<file path="config.mk">
export PLATFORM = sky130hd
export DESIGN_NAME = sector_unit_serializer_flat
export DESIGN_NICKNAME = d
export VERILOG_FILES = /design/src/sus_pkg.sv /design/src/sus_in_if.sv /design/src/sus_out_if.sv /design/src/sus_sub.sv /design/src/sus_sector_mem.sv /design/src/sus_pp_mem.sv /design/src/sector_unit_serializer.sv /design/src/flat_wrapper.sv
export SDC_FILE = /design/constraint.sdc
export NUM_CORES = 2
export LEC_CHECK = 0
export ABC_AREA = 1
export ABC_CLOCK_PERIOD_IN_PS = 12050
export BUFFER_PORTS_ARGS = -buffer_cell sky130_fd_sc_hd__clkbuf_2
export CORE_ASPECT_RATIO = 0.6
export CORE_MARGIN = 1.5
export CORE_UTILIZATION = 40
export DETAILED_ROUTE_END_ITERATION = 8
export PLACE_DENSITY = 0.59
export SLEW_MARGIN = 5
export SYNTH_ARGS = -nofsm -noshare
export SYNTH_HDL_FRONTEND = slang
export SYNTH_SLANG_ARGS = --single-unit
export TNS_END_PERCENT = 20
</file>
<file path="constraint.sdc">
create_clock -name clk_i -period 12.05 [get_ports clk_i]
set_input_delay 1.205 -clock clk_i [delete_from_list [all_inputs] [get_ports clk_i]]
set_output_delay 1.205 -clock clk_i [all_outputs]
set_load 0.05 [all_outputs]
</file>
<file path="src/sus_pkg.sv">
// shared types, codes and constants of the sector unit serializer
package sus_pkg;

  // operation codes of an input word
  localparam logic [1:0] OP_WRITE     = 2'd0;
  localparam logic [1:0] OP_SECTOR    = 2'd1;
  localparam logic [1:0] OP_POSTPONED = 2'd2;
  localparam logic [1:0] OP_FETCH     = 2'd3;

  // status codes of an output word
  localparam logic [2:0] ST_BYTE    = 3'd0;
  localparam logic [2:0] ST_STARTED = 3'd1;
  localparam logic [2:0] ST_NO_MORE = 3'd2;
  localparam logic [2:0] ST_BAD_LEN = 3'd3;
  localparam logic [2:0] ST_WRITTEN = 3'd4;

  // flag byte decode
  localparam logic [7:0] FLAG_MASK   = 8'hC0;
  localparam logic [7:0] FLAG_FULL   = 8'h80;
  localparam logic [7:0] FLAG_RECORD = 8'h40;

  // fixed sector positions
  localparam logic [7:0] ADDR_FLAG      = 8'd0;
  localparam logic [7:0] ADDR_CMD_HI    = 8'd253;
  localparam logic [7:0] ADDR_CMD_MID   = 8'd254;
  localparam logic [7:0] ADDR_CMD_LO    = 8'd255;
  localparam logic [7:0] ADDR_REC_START = 8'd252;
  localparam logic [7:0] ADDR_LAST      = 8'hFF;

  // unit lengths
  localparam logic [7:0] LEN_FULL  = 8'hFF;
  localparam logic [7:0] LEN_MAX   = 8'd4;
  localparam logic [7:0] LEN_DUMMY = 8'd3;
  localparam logic [7:0] LEN_CHAIN = 8'd2;

  // new-job bit of the next command
  localparam int unsigned NEW_JOB_BIT = 23;

  // line encoding: invert low seven bits, then reorder into bit pairs
  localparam logic [7:0] WIRE_XOR = 8'h7F;
  localparam logic [2:0] PAIR_SRC [8] = '{3'd3, 3'd1, 3'd2, 3'd0, 3'd4, 3'd5, 3'd6, 3'd7};

  // one result word
  typedef struct packed {
    logic [2:0] status;
    logic       is_length;
    logic [7:0] raw_byte;
    logic [7:0] wire_pairs;
    logic       chain_head;
    logic       job_end;
    logic       unit_last;
  } res_t;

  // write port of a byte store
  typedef struct packed {
    logic       en;
    logic [7:0] addr;
    logic [7:0] data;
  } mem_wr_t;

  function automatic logic [7:0] encode_pairs(input logic [7:0] raw);
    logic [7:0] inv;
    logic [7:0] enc;
    inv = raw ^ WIRE_XOR;
    for (int k = 0; k < 8; k++) begin
      enc[k] = inv[PAIR_SRC[k]];
    end
    return enc;
  endfunction

endpackage

</file>
<file path="src/sus_in_if.sv">
// input channel: valid/ready handshake with the op word
interface sus_in_if;
  logic       valid;
  logic       ready;
  logic [1:0] op;
  logic [7:0] address;
  logic [7:0] byte_value;

  modport source (output valid, output op, output address, output byte_value, input ready);
  modport sink (input valid, input op, input address, input byte_value, output ready);
endinterface

</file>
<file path="src/sus_out_if.sv">
// output channel: valid/ready handshake with the result word
interface sus_out_if;
  logic        valid;
  logic        ready;
  logic [2:0]  status;
  logic        is_length;
  logic [7:0]  raw_byte;
  logic [7:0]  wire_pairs;
  logic        chain_head;
  logic        job_end;
  logic        unit_last;
  logic [23:0] next_command;

  modport source (output valid, output status, output is_length, output raw_byte,
                  output wire_pairs, output chain_head, output job_end, output unit_last,
                  output next_command, input ready);
  modport sink (input valid, input status, input is_length, input raw_byte,
                input wire_pairs, input chain_head, input job_end, input unit_last,
                input next_command, output ready);
endinterface

</file>
<file path="src/sus_sub.sv">
// shared 8-bit subtractor with borrow and zero flags
module sus_sub (
  input  logic [7:0] a_i,
  input  logic [7:0] b_i,
  output logic [7:0] diff_o,
  output logic       borrow_o,
  output logic       zero_o
);
  logic [8:0] wide;

  // a - b, borrow set when b exceeds a
  assign wide     = {1'b0, a_i} - {1'b0, b_i};
  assign diff_o   = wide[7:0];
  assign borrow_o = wide[8];
  assign zero_o   = (wide[7:0] == 8'd0);
endmodule

</file>
<file path="src/sus_sector_mem.sv">
// 256 x 8 sector store, one write port and one registered read port
module sus_sector_mem (
  input  logic              clk_i,
  input  sus_pkg::mem_wr_t  wr_i,
  input  logic [7:0]        rd_addr_i,
  output logic [7:0]        rd_data_o
);
  import sus_pkg::*;

  logic [7:0] mem [256];
  logic [7:0] rd_data_q;

  // write and registered read
  always_ff @(posedge clk_i) begin
    if (wr_i.en) begin
      mem[wr_i.addr] <= wr_i.data;
    end
    rd_data_q <= mem[rd_addr_i];
  end

  assign rd_data_o = rd_data_q;
endmodule

</file>
<file path="src/sus_pp_mem.sv">
// postponed unit store with per-entry valid bits, unwritten entries read as zero
module sus_pp_mem #(
  parameter int unsigned DEPTH = 93
) (
  input  logic              clk_i,
  input  logic              rst_ni,
  input  sus_pkg::mem_wr_t  wr_i,
  input  logic [7:0]        rd_addr_i,
  output logic [7:0]        rd_data_o
);
  import sus_pkg::*;

  localparam int unsigned IdxW = $clog2(DEPTH);

  logic [7:0]      mem [DEPTH];
  logic [DEPTH-1:0] valid_q;
  logic            hit_q;
  logic            hit_d;
  logic [7:0]      rd_data_q;
  logic [IdxW-1:0] widx;
  logic [IdxW-1:0] ridx;
  logic            rd_in_range;

  assign widx        = wr_i.addr[IdxW-1:0];
  assign ridx        = rd_addr_i[IdxW-1:0];
  assign rd_in_range = (rd_addr_i < 8'(DEPTH));
  assign hit_d       = rd_in_range ? valid_q[ridx] : 1'b0;

  // valid bits, cleared by reset
  always_ff @(posedge clk_i or negedge rst_ni) begin
    if (!rst_ni) begin
      valid_q <= '0;
      hit_q   <= 1'b0;
    end else begin
      if (wr_i.en) begin
        valid_q[widx] <= 1'b1;
      end
      hit_q <= hit_d;
    end
  end

  // data array
  always_ff @(posedge clk_i) begin
    if (wr_i.en) begin
      mem[widx] <= wr_i.data;
    end
    if (rd_in_range) begin
      rd_data_q <= mem[ridx];
    end
  end

  assign rd_data_o = hit_q ? rd_data_q : 8'd0;
endmodule

</file>
<file path="src/sector_unit_serializer.sv">
// One input word at a time: the next word is taken in the cycle the result of the last one
// appears; input is not ready until the result is handed to the output register, which may
// still hold the previous word. A record start copies its postponed units byte by byte,
// headers included. Reset clears the walk state, the next command and all postponed entries
// (valid bits); the sector store holds no defined contents until written.
module sector_unit_serializer #(
  parameter int unsigned POSTPONED_DEPTH = 93
) (
  input  logic       clk_i,
  input  logic       rst_ni,
  sus_in_if.sink     in_i,
  sus_out_if.source  out_o
);
  import sus_pkg::*;

  localparam int unsigned IdxW = $clog2(POSTPONED_DEPTH);
  localparam logic [7:0]      PpTop     = 8'(POSTPONED_DEPTH - 1);
  localparam logic [IdxW-1:0] DestTop   = IdxW'(POSTPONED_DEPTH - 1);
  localparam logic [IdxW-1:0] DestDummy = IdxW'(POSTPONED_DEPTH - 5);

  // sequencer states
  localparam logic [3:0] S_IDLE   = 4'd0;
  localparam logic [3:0] S_FLEN   = 4'd1;
  localparam logic [3:0] S_FD     = 4'd2;
  localparam logic [3:0] S_FNL    = 4'd3;
  localparam logic [3:0] S_SSTART = 4'd4;
  localparam logic [3:0] S_FLAG   = 4'd5;
  localparam logic [3:0] S_CMD0   = 4'd6;
  localparam logic [3:0] S_CMD1   = 4'd7;
  localparam logic [3:0] S_CMD2   = 4'd8;
  localparam logic [3:0] S_RCHK   = 4'd9;
  localparam logic [3:0] S_COPY   = 4'd10;
  localparam logic [3:0] S_REND   = 4'd11;
  localparam logic [3:0] S_RZERO  = 4'd12;
  localparam logic [3:0] S_PREP   = 4'd13;
  localparam logic [3:0] S_BEGIN  = 4'd14;
  localparam logic [3:0] S_EMIT   = 4'd15;

  logic [3:0]      state_q, state_d;
  logic [23:0]     cmd_q, cmd_d;
  logic [7:0]      wp_q, wp_d;
  logic [7:0]      bl_q, bl_d;
  logic [7:0]      cl_q, cl_d;
  logic            from_pp_q, from_pp_d;
  logic            sending_q, sending_d;
  logic [7:0]      rd_ptr_q, rd_ptr_d;
  logic [7:0]      pos_q, pos_d;
  logic [IdxW-1:0] dest_q, dest_d;
  logic [2:0]      cnt_q, cnt_d;
  res_t            res_q, res_d;
  logic            out_valid_q, out_valid_d;
  res_t            out_res_q, out_res_d;
  logic [23:0]     out_cmd_q, out_cmd_d;

  logic            accept;
  mem_wr_t         sec_wr;
  mem_wr_t         pp_wr;
  logic [7:0]      rd_addr;
  logic [7:0]      sec_rdata;
  logic [7:0]      pp_rdata;
  logic [7:0]      walk_rdata;
  logic [7:0]      sub_a, sub_b, sub_diff;
  logic            sub_borrow, sub_zero;
  logic            chain_now;
  logic            rec_stop;

  sus_sector_mem u_sector (
    .clk_i     (clk_i),
    .wr_i      (sec_wr),
    .rd_addr_i (rd_addr),
    .rd_data_o (sec_rdata)
  );

  sus_pp_mem #(.DEPTH(POSTPONED_DEPTH)) u_pp (
    .clk_i     (clk_i),
    .rst_ni    (rst_ni),
    .wr_i      (pp_wr),
    .rd_addr_i (rd_addr),
    .rd_data_o (pp_rdata)
  );

  sus_sub u_sub (
    .a_i      (sub_a),
    .b_i      (sub_b),
    .diff_o   (sub_diff),
    .borrow_o (sub_borrow),
    .zero_o   (sub_zero)
  );

  assign in_i.ready = (state_q == S_IDLE);
  assign accept     = in_i.valid && (state_q == S_IDLE);
  assign walk_rdata = from_pp_q ? pp_rdata : sec_rdata;
  assign chain_now  = from_pp_q && (cl_q == LEN_CHAIN);
  assign rec_stop   = (sec_rdata == 8'd0) || (sec_rdata > LEN_MAX) || !sub_borrow;

  // sequencer
  always_comb begin
    state_d     = state_q;
    cmd_d       = cmd_q;
    wp_d        = wp_q;
    bl_d        = bl_q;
    cl_d        = cl_q;
    from_pp_d   = from_pp_q;
    sending_d   = sending_q;
    rd_ptr_d    = rd_ptr_q;
    pos_d       = pos_q;
    dest_d      = dest_q;
    cnt_d       = cnt_q;
    res_d       = res_q;
    sec_wr      = '0;
    pp_wr       = '0;
    rd_addr     = rd_ptr_q;
    sub_a       = wp_q;
    sub_b       = cl_q;
    out_valid_d = out_valid_q && !out_o.ready;
    out_res_d   = out_res_q;
    out_cmd_d   = out_cmd_q;

    unique case (state_q)
      S_IDLE: begin
        if (accept) begin
          res_d = '0;
          unique case (in_i.op)
            OP_WRITE: begin
              sec_wr       = '{en: 1'b1, addr: in_i.address, data: in_i.byte_value};
              res_d.status = ST_WRITTEN;
              state_d      = S_EMIT;
            end
            OP_SECTOR: begin
              from_pp_d = 1'b0;
              state_d   = S_SSTART;
            end
            OP_POSTPONED: begin
              from_pp_d = 1'b1;
              pos_d     = PpTop;
              state_d   = S_PREP;
            end
            OP_FETCH: begin
              if (!sending_q) begin
                res_d.status = ST_NO_MORE;
                state_d      = S_EMIT;
              end else if (bl_q == 8'd0) begin
                state_d = S_FLEN;
              end else begin
                state_d = S_FD;
              end
            end
          endcase
        end
      end

      // length byte: wp - cl, and the impossible-length check from the same subtract
      S_FLEN: begin
        sub_a = wp_q;
        sub_b = cl_q;
        if ((wp_q != 8'd0) && (sub_borrow || sub_zero)) begin
          sending_d    = 1'b0;
          res_d.status = ST_BAD_LEN;
        end else begin
          wp_d             = sub_diff;
          bl_d             = cl_q;
          rd_ptr_d         = wp_q - 8'd1;
          res_d.status     = ST_BYTE;
          res_d.is_length  = 1'b1;
          res_d.raw_byte   = cl_q;
          res_d.chain_head = chain_now;
        end
        state_d = S_EMIT;
      end

      // data byte from the read started while idle
      S_FD: begin
        res_d.status     = ST_BYTE;
        res_d.raw_byte   = walk_rdata;
        res_d.wire_pairs = encode_pairs(walk_rdata);
        res_d.chain_head = chain_now;
        bl_d             = bl_q - 8'd1;
        rd_ptr_d         = rd_ptr_q - 8'd1;
        rd_addr          = wp_q - 8'd1;
        state_d          = S_EMIT;
        if (bl_q == 8'd1) begin
          res_d.unit_last = 1'b1;
          if (wp_q > 8'd1) begin
            wp_d    = wp_q - 8'd1;
            state_d = S_FNL;
          end else begin
            cl_d          = 8'd0;
            sending_d     = 1'b0;
            res_d.job_end = from_pp_q && cmd_q[NEW_JOB_BIT];
          end
        end
      end

      // next unit length after the last data byte
      S_FNL: begin
        cl_d = walk_rdata;
        if (walk_rdata == 8'd0) begin
          sending_d     = 1'b0;
          res_d.job_end = from_pp_q && cmd_q[NEW_JOB_BIT];
        end
        state_d = S_EMIT;
      end

      S_SSTART: begin
        rd_addr = ADDR_FLAG;
        state_d = S_FLAG;
      end

      // flag byte decides where the walk begins
      S_FLAG: begin
        if ((sec_rdata & FLAG_MASK) == FLAG_FULL) begin
          wp_d         = 8'd0;
          bl_d         = 8'd0;
          cl_d         = LEN_FULL;
          sending_d    = 1'b1;
          res_d.status = ST_STARTED;
          state_d      = S_EMIT;
        end else if ((sec_rdata & FLAG_MASK) == FLAG_RECORD) begin
          rd_addr = ADDR_CMD_HI;
          state_d = S_CMD0;
        end else begin
          pos_d   = ADDR_LAST;
          state_d = S_PREP;
        end
      end

      // next command bytes
      S_CMD0: begin
        cmd_d[23:16] = sec_rdata;
        rd_addr      = ADDR_CMD_MID;
        state_d      = S_CMD1;
      end
      S_CMD1: begin
        cmd_d[15:8] = sec_rdata;
        rd_addr     = ADDR_CMD_LO;
        state_d     = S_CMD2;
      end
      S_CMD2: begin
        cmd_d[7:0] = sec_rdata;
        rd_addr    = ADDR_REC_START;
        pos_d      = ADDR_REC_START;
        dest_d     = DestTop;
        state_d    = S_RCHK;
      end

      // unit header: stop on zero, too long, or no room left
      S_RCHK: begin
        sub_a   = sec_rdata;
        sub_b   = 8'(dest_q);
        rd_addr = pos_q - 8'd1;
        if (rec_stop) begin
          state_d = S_REND;
        end else begin
          pp_wr   = '{en: 1'b1, addr: 8'(dest_q), data: sec_rdata};
          dest_d  = dest_q - IdxW'(1);
          pos_d   = pos_q - 8'd1;
          cnt_d   = sec_rdata[2:0];
          state_d = S_COPY;
        end
      end

      // copy one unit byte per cycle, next read already in flight
      S_COPY: begin
        pp_wr   = '{en: 1'b1, addr: 8'(dest_q), data: sec_rdata};
        dest_d  = dest_q - IdxW'(1);
        pos_d   = pos_q - 8'd1;
        cnt_d   = cnt_q - 3'd1;
        rd_addr = pos_q - 8'd1;
        if (cnt_q == 3'd1) begin
          state_d = S_RCHK;
        end
      end

      // dummy unit when nothing was postponed, then the terminating zero
      S_REND: begin
        if (dest_q == DestTop) begin
          pp_wr   = '{en: 1'b1, addr: PpTop, data: LEN_DUMMY};
          dest_d  = DestDummy;
          state_d = S_RZERO;
        end else begin
          pp_wr   = '{en: 1'b1, addr: 8'(dest_q), data: 8'd0};
          state_d = S_PREP;
        end
      end
      S_RZERO: begin
        pp_wr   = '{en: 1'b1, addr: 8'(dest_q), data: 8'd0};
        state_d = S_PREP;
      end

      S_PREP: begin
        rd_addr = pos_q;
        state_d = S_BEGIN;
      end

      // first length of the walk
      S_BEGIN: begin
        wp_d         = pos_q;
        bl_d         = 8'd0;
        cl_d         = walk_rdata;
        sending_d    = (walk_rdata != 8'd0);
        res_d.status = ST_STARTED;
        state_d      = S_EMIT;
      end

      // hand the word to the output register once it is free
      S_EMIT: begin
        if (!out_valid_q || out_o.ready) begin
          out_valid_d = 1'b1;
          out_res_d   = res_q;
          out_cmd_d   = cmd_q;
          state_d     = S_IDLE;
        end
      end
    endcase
  end

  // state registers
  always_ff @(posedge clk_i or negedge rst_ni) begin
    if (!rst_ni) begin
      state_q     <= S_IDLE;
      cmd_q       <= '0;
      wp_q        <= '0;
      bl_q        <= '0;
      cl_q        <= '0;
      from_pp_q   <= 1'b0;
      sending_q   <= 1'b0;
      rd_ptr_q    <= '0;
      pos_q       <= '0;
      dest_q      <= '0;
      cnt_q       <= '0;
      res_q       <= '0;
      out_valid_q <= 1'b0;
      out_res_q   <= '0;
      out_cmd_q   <= '0;
    end else begin
      state_q     <= state_d;
      cmd_q       <= cmd_d;
      wp_q        <= wp_d;
      bl_q        <= bl_d;
      cl_q        <= cl_d;
      from_pp_q   <= from_pp_d;
      sending_q   <= sending_d;
      rd_ptr_q    <= rd_ptr_d;
      pos_q       <= pos_d;
      dest_q      <= dest_d;
      cnt_q       <= cnt_d;
      res_q       <= res_d;
      out_valid_q <= out_valid_d;
      out_res_q   <= out_res_d;
      out_cmd_q   <= out_cmd_d;
    end
  end

  // output word
  assign out_o.valid        = out_valid_q;
  assign out_o.status       = out_res_q.status;
  assign out_o.is_length    = out_res_q.is_length;
  assign out_o.raw_byte     = out_res_q.raw_byte;
  assign out_o.wire_pairs   = out_res_q.wire_pairs;
  assign out_o.chain_head   = out_res_q.chain_head;
  assign out_o.job_end      = out_res_q.job_end;
  assign out_o.unit_last    = out_res_q.unit_last;
  assign out_o.next_command = out_cmd_q;
endmodule
</file>
<file path="src/flat_wrapper.sv">
// flat-port wrapper written by rule: the top's interface ports become plain ports
module sector_unit_serializer_flat import sus_pkg::*;
#(
  parameter int unsigned POSTPONED_DEPTH = 93
)
  (clk_i, rst_ni, in_i_valid, in_i_op, in_i_address, in_i_byte_value, in_i_ready, out_o_valid, out_o_status, out_o_is_length, out_o_raw_byte, out_o_wire_pairs, out_o_chain_head, out_o_job_end, out_o_unit_last, out_o_next_command, out_o_ready);
  sus_in_if in_i_i ();
  sus_out_if out_o_i ();
  input  logic clk_i;
  input  logic rst_ni;
  input wire logic [$bits(in_i_i.valid)-1:0] in_i_valid;
  input wire logic [$bits(in_i_i.op)-1:0] in_i_op;
  input wire logic [$bits(in_i_i.address)-1:0] in_i_address;
  input wire logic [$bits(in_i_i.byte_value)-1:0] in_i_byte_value;
  output wire logic [$bits(in_i_i.ready)-1:0] in_i_ready;
  output wire logic [$bits(out_o_i.valid)-1:0] out_o_valid;
  output wire logic [$bits(out_o_i.status)-1:0] out_o_status;
  output wire logic [$bits(out_o_i.is_length)-1:0] out_o_is_length;
  output wire logic [$bits(out_o_i.raw_byte)-1:0] out_o_raw_byte;
  output wire logic [$bits(out_o_i.wire_pairs)-1:0] out_o_wire_pairs;
  output wire logic [$bits(out_o_i.chain_head)-1:0] out_o_chain_head;
  output wire logic [$bits(out_o_i.job_end)-1:0] out_o_job_end;
  output wire logic [$bits(out_o_i.unit_last)-1:0] out_o_unit_last;
  output wire logic [$bits(out_o_i.next_command)-1:0] out_o_next_command;
  input wire logic [$bits(out_o_i.ready)-1:0] out_o_ready;
  assign in_i_i.valid = in_i_valid;
  assign in_i_i.op = in_i_op;
  assign in_i_i.address = in_i_address;
  assign in_i_i.byte_value = in_i_byte_value;
  assign in_i_ready = in_i_i.ready;
  assign out_o_valid = out_o_i.valid;
  assign out_o_status = out_o_i.status;
  assign out_o_is_length = out_o_i.is_length;
  assign out_o_raw_byte = out_o_i.raw_byte;
  assign out_o_wire_pairs = out_o_i.wire_pairs;
  assign out_o_chain_head = out_o_i.chain_head;
  assign out_o_job_end = out_o_i.job_end;
  assign out_o_unit_last = out_o_i.unit_last;
  assign out_o_next_command = out_o_i.next_command;
  assign out_o_i.ready = out_o_ready;
  sector_unit_serializer #(.POSTPONED_DEPTH(POSTPONED_DEPTH)) u_core (.clk_i(clk_i), .rst_ni(rst_ni), .in_i(in_i_i), .out_o(out_o_i));
endmodule
</file>
After elaboration in Yosys (flattened, before gate mapping)
Memories as Yosys holds them, arrays and structs flattened. A register that Yosys moved wholly into a read port is not among the register bits.
Cells that the tools add are included.
{"block": "word_totals", "mem_count": 2, "in_bits": 22, "elab_cells": 226, "mem_bits_rw": 2792, "register_bits": 245}
{"block": "classes", "n_eq_ne": 39, "add_sub_neg": 7, "magnitude_cmp": 6, "n_mux": 85, "bitwise_logic": 2, "n_reduce_logical": 54}
{"memory": "u_core.u_sector.mem", "words": 256, "width": 8, "read_ports": 1, "rd_clocked_by_memory_dff": 1, "write_ports": 1, "line_no": "sus_sector_mem.sv:10", "text": "logic [7:0] mem [256];"}
{"memory": "u_core.u_pp.mem", "words": 93, "width": 8, "read_ports": 1, "rd_clocked_by_memory_dff": 1, "write_ports": 1, "line_no": "sus_pp_mem.sv:15", "text": "logic [7:0] mem [DEPTH];"}
{"op": "$mux W8", "count": 20}
{"op": "$or A93 B93 Y93", "count": 1}
{"op": "$mux W17", "count": 4}
{"op": "$pmux W17 S4", "count": 1}
{"op": "$pmux W8 S4", "count": 2}
{"op": "$pmux W8 S8", "count": 1}
{"op": "$pmux W4 S14", "count": 1}
{"op": "$pmux W8 S3", "count": 2}
{"op": "$pmux W8 S5", "count": 1}
{"op": "$eq A4 B4 Y1 const B", "count": 8}
{"op": "$logic_not A8 Y1", "count": 4}
{"op": "$mux W4", "count": 8}
{"op": "$pmux W8 S2", "count": 2}
{"op": "$sub A8 B1 Y8 const B", "count": 4}
{"op": "$pmux W7 S4", "count": 1}
{"op": "$reduce_and A3 Y1", "count": 8}
{"op": "$mux W23", "count": 1}
{"op": "$ne A2 B1 Y1 const B", "count": 10}
{"op": "$mux W1", "count": 19}
{"op": "$eq A4 B3 Y1 const B", "count": 4}
{"op": "$lt A7 B8 Y1 const B", "count": 2}
{"op": "$pmux W4 S4", "count": 1}
{"op": "$reduce_bool A8 Y1", "count": 2}
{"op": "$mux W15", "count": 1}
{"op": "other kinds (43)", "count": 85}

Logic depth before layout (Yosys ltp)
{"block": "depth", "word_depth": 12, "ltp_mapped": 24}

Hierarchy
From an unflattened synthesis, not the netlist that was laid out.
{"block": "hier_totals", "cells_unflattened": 11414, "hier_area_um2": 127675.0}
{"module": "sus_sector_mem", "seq_area_each_um2": 61659.1, "cells_per_inst": 7003, "area_per_inst_um2": 83396.2, "n_inst": 1}
{"module": "sus_pp_mem", "seq_area_each_um2": 24933.9, "cells_per_inst": 3174, "area_per_inst_um2": 35134.9, "n_inst": 1}
{"module": "sector_unit_serializer", "seq_area_each_um2": 3778.6, "cells_per_inst": 1142, "area_per_inst_um2": 8582.0, "n_inst": 1}
{"module": "sus_sub", "seq_area_each_um2": 0.0, "cells_per_inst": 95, "area_per_inst_um2": 561.8, "n_inst": 1}

Least setup slack after synthesis
No wires, ideal clock.
{"block": "synth_timing", "kind": "reg2reg", "startpoint": "register u_core.state_q[1]", "endpoint": "memory u_core.u_sector.mem[0][0] (data pin)", "n_path_buf": 2, "period_less_slack_ns": 9.291, "t_arrival_ns": 7.898, "t_required_ns": 10.657, "path_stages_with_launch": 8, "setup_ns": 1.393, "setup_slack_ns": 2.759, "path_cell_list": "dfrtp_1 -> buf_2 -> inv_2 -> nand2_1 -> nor2_1 -> nand2_1 -> clkbuf_1 -> nor2_1"}
{"element": "start: declaration", "line_no": "sector_unit_serializer.sv:39", "text": "logic [3:0] state_q, state_d;"}
{"element": "start signal: assignment", "line_no": "sector_unit_serializer.sv:336", "text": "state_q <= state_d;"}
{"element": "end: declaration", "line_no": "sus_sector_mem.sv:10"}

Worst setup path in the final report
{"block": "layout_timing", "startpoint": "register u_core.state_q[1]", "endpoint": "memory u_core.u_pp.mem[25][3] (enable)"}
{"block": "layout_via", "elab_chain_len": 9}
{"element": "$eq A4 B4 Y1", "line_no": "sector_unit_serializer.sv:119", "text": "unique case (state_q)"}
{"element": "$mux W8", "line_no": "sector_unit_serializer.sv:119"}
{"element": "$sub A8 B8 Y9", "line_no": "sus_sub.sv:12", "text": "assign wide = {1'b0, a_i} - {1'b0, b_i};"}
{"element": "$logic_not A1 Y1", "line_no": "sector_unit_serializer.sv:94", "text": "assign rec_stop = (sec_rdata == 8'd0) || (sec_rdata > LEN_MAX) || !sub_borrow;"}
{"element": "$logic_or A1 B1 Y1", "line_no": "sector_unit_serializer.sv:94"}
{"element": "$mux W17", "line_no": "sector_unit_serializer.sv:251", "text": "if (rec_stop) begin"}
{"element": "$pmux W17 S4 *", "line_no": "sector_unit_serializer.sv:119"}
{"element": "$mux W1", "line_no": "sus_pp_mem.sv:44", "text": "if (wr_i.en) begin"}
{"element": "$mux W1 (implied by the code)", "line_no": "sus_pp_mem.sv:45", "text": "mem[widx] <= wr_i.data;"}
{"element": "end: declaration", "line_no": "sus_pp_mem.sv:15"}
Mark *: on every way between the ends. The rest lies on a longest branch, timed or not.

==> impl_metrics.csv <==
group,metric,value,unit
sta,max_slew.worst_pin.slew,1300,ps
clock_tree,clockBufferDepth,4,
detailed_routing,postRouteAntennaNets,0,
layout,num-fill-cells,30600,
clock_tree,worstSkewPairLatency,890,ps
floorplanning,row_count,163,
worst_setup_path,critPathRequiredTime,12460,ps
worst_setup_path,critical_path.max_fanout,32,
detailed_routing,vias,92000,
synthesis,synthDominantCellAreaShare,0.635,
synthesis,synth_flop_cell,"edfxtp_1",
sta,setup_tns,0,ps
sta,finalSetupViolCount,0,
synthesis,yosysWarningCount,0,
synthesis,average_footprint_of_a_synthesized_cell,10.7,um2
worst_setup_path,timing.reg2reg.worst_path_depth,19,
clock_tree,h-tree-depth,5,
sta,finalMaxSlewViolations,0,
layout,fin_nets,12100,
global_routing,grt_first_pass_wirelength,586,mm
detailed_routing,routedWlPerCell,24.0,um
worst_setup_path,timing.critical_path.from_type,"flip-flop",
floorplanning,initial_utilization,0.402,
clock_tree,cts-buffers-inserted,290,
worst_setup_path,reg2reg_slack,4800,ps
floorplanning,die-height,449,um
worst_setup_path,critPathCaptureType,"flip-flop",
synthesis,cell_accounting_for_the_most_synthesized_area,"edfxtp_1",
clock_tree,cts_sinks,3053,
synthesis,synthesis.nets,12400,
sta,slew-limit-headroom,0.132,
sta,fmax,138,MHz
sta,setup_repair_after_global_routing_missed_its_margin,"false",
detailed_routing,detailedRoute.firstPassIterationCount,8,
layout,multiInputGateArea,0.0330,mm2
synthesis,ys_async_sr_fraction,0.0802,
placed_design,gp_weighted_congestion,0.925,
detailed_routing,detailedRoute.firstIterationViolations,13100,
placed_design,portBuffers,70,
floorplanning,pin_count,71,
synthesis,synth.top_cells.by_area,"edfxtp_1, nand2_1, nand3_1",
clock_tree,library_cell_used_as_clock_root_buffer,"clkbuf_16",
synthesis,synthesis.area,0.132,mm2
synthesis,distinct_cells_synth,48,
worst_setup_path,critPathKind,"reg -> reg",
detailed_routing,post-route-drc-count,0,
detailed_routing,viasPerCell,5.51,
sta,period_share,0.601,
hold_path,worst_hold_path_type,"in -> async",
layout,layout.area.seq,0.0904,mm2
placed_design,hpwl_detailed,232,mm
synthesis,synth_edf_count,2800,
global_routing,grt_overflow,0,
floorplanning,floorplan.die_area,0.335,mm2
synthesis,synth_seq_cells,3053,
sta,finalClockSkew,99.1,ps
global_routing,grt_antenna_before_repair,17,
clock_tree,cts_hold_buf,0,
clock_tree,post_cts_setup_driven_buffer_insertion_count,0,
clock_tree,cts.repair.resized,0,
sta,timing.final.crit_period,7250,ps
worst_setup_path,crit_end,"u_core.u_pp.mem[25][3]",
synthesis,synth_instances,12300,
layout,postLayoutCoreUtil,0.443,
clock_tree,cts.reportedPaths.clkPinSlew,70,ps
floorplanning,die_w,746,um
layout,drive_gt1_frac,0.0647,
global_routing,grt_use_total,0.232,
worst_setup_path,critical_path.reg2reg.endpoint,"u_core.u_pp.mem[25][3]",
job,timing.max_cap.violations,0,
global_routing,grt_pass1_vias,84200,
detailed_routing,totalWireLength,401,mm
synthesis,synth.yosys.seq_area_share,0.683,
outcome,status,"finished clean",
worst_setup_path,critical_path.startpoint,"u_core.state_q[1]",
floorplanning,floorplan.core_area,0.329,mm2
worst_setup_path,critPathArrivalTime,7660,ps
global_routing,grt_max_degree,172,
layout,area_growth_syn_to_layout,10.1,%
sta,timing.final.hold_violations,0,
clock_tree,cts_tree,"done",
worst_setup_path,critical_path.reg2reg.startpoint,"u_core.state_q[1]",
state kept, by name (all words and copies together), names as in the netlist, 3 cells and up:
signal	flops
u_core.wp_q	8
u_core.out_o.next_command	24
u_core.dest_q	7
u_core.out_o.status	3
u_core.u_pp.mem	744
u_core.pos_q	8
u_core.u_pp.rd_data_q	8
u_core.u_pp.valid_q	93
u_core.u_sector.mem	2048
u_core.state_q	4
u_core.cmd_q	24
u_core.cnt_q	3
u_core.out_o.wire_pairs	8
u_core.rd_ptr_q	8
u_core.bl_q	8
u_core.u_sector.rd_data_o	8
u_core.res_q	23
u_core.out_o.raw_byte	8
u_core.cl_q	8
cells in the final DEF (no fill, tap or decap), types with 12 or more instances in the layout:
cell type  count
xor2_1        20
dfrtp_1      245
bufinv_16     18
ha_1          26
clkinv_1      61
clkbuf_16    299
a31oi_1       12
edfxtp_1    2800
or2_2         56
nor2_4        20
nand2_2       19
o21bai_1      80
inv_1       1508
buf_4        154
clkbuf_1      67
buf_12        24
clkbuf_2      69
nor2_1       950
nand3_1     1404
o21ai_0      536
nor3_1        16
o21ai_1      144
nand2_1     2534
o211ai_1     283
inv_6         12
a21oi_1      236
mux2_2        32
nand4_1      517
clkinv_2      41
o22ai_1       35
cell type report:
class                   count  share of cell area
well taps                4372              0.0375
repair buffers            248              0.0137
diodes                      2           0.0000343
clock inverters           139             0.00825
multi-input cells        6968               0.227
clock buffers             377              0.0541
inverters                1526              0.0396
flip-flops and latches   3053               0.620
how the worst min path moves through the flow:
stage / cells after the start / startpoint / end
after global routing: 1 / rst_ni / u_core.u_pp.valid_q[3]
final: 1 / rst_ni / u_core.u_pp.valid_q[3]
after floorplan: 2 / u_core.u_pp.valid_q[0] / u_core.u_pp.valid_q[0]
after CTS: 1 / rst_ni / u_core.u_pp.valid_q[34]
after detailed placement: 2 / u_core.u_pp.valid_q[20] / u_core.u_pp.valid_q[20]
after global placement: 2 / u_core.u_pp.valid_q[20] / u_core.u_pp.valid_q[20]
metrics by stage:
stage / std cells / hold WS (ps) / area [um2] / setup WS (ps)
finish: 16700 / 242 / 146000 / 4800
global route: 16700 / 241 / 146000 / 4430
CTS: 16700 / 204 / 146000 / 5070
detailed placement: 16200 / 440 / 137000 / 5190
global placement: 16200 / 434 / 137000 / 5280
floorplan: 12300 / 424 / 132000 / 2760
critical path, cell delays in order, from the launching register on:
cell and delay (ps):
dfrtp_1 490, nor2_2 310, nand2_1 600, nand2_1 190
o21ai_0 150, ha_1 270, inv_1 100, fa_1 250
nand3_1 100, nand2_1 120, a21oi_1 110, nand2_1 140
nand3_1 110, nand2_1 740, nand3_1 700, nand2_1 310
inv_1 80, nor2_1 180, nand2_1 740, nor2_1 1050
kinds of logic after synthesis:
family,after synthesis,share of synthesized area
buffers and inverters,2327,0.0697
xor gates and xnor gates,24,0.00159
adders and majority gates,27,0.00261
muxes,32,0.00272
AOI/OAI and AO/OA,1349,0.0588
and+or+nand+nor,5536,0.182
DFF,3053,0.683
synthesized netlist by cell type, types with 80 or more instances:
master,number
o21ai_1,144
nand2_1,2551
clkbuf_1,418
o21bai_1,80
nand3_1,1405
o21ai_0,539
a21oi_1,237
edfxtp_1,2800
inv_1,1509
o211ai_1,283
buf_2,305
nand4_1,517
dfrtp_1,245
nor2_1,965
metal layers:
layer,global-route usage,up-vias,wire length [um]
li1,-,41800,-
met1,0.380,45000,187000
met2,0.304,4729,158000
met3,0.0610,507,48500
met4,0.0441,0,7400
met5,0,-,0
Power is left out: the tool's default activity adds up to more than one toggle a clock period on the data nets, which glitch-free logic cannot reach.
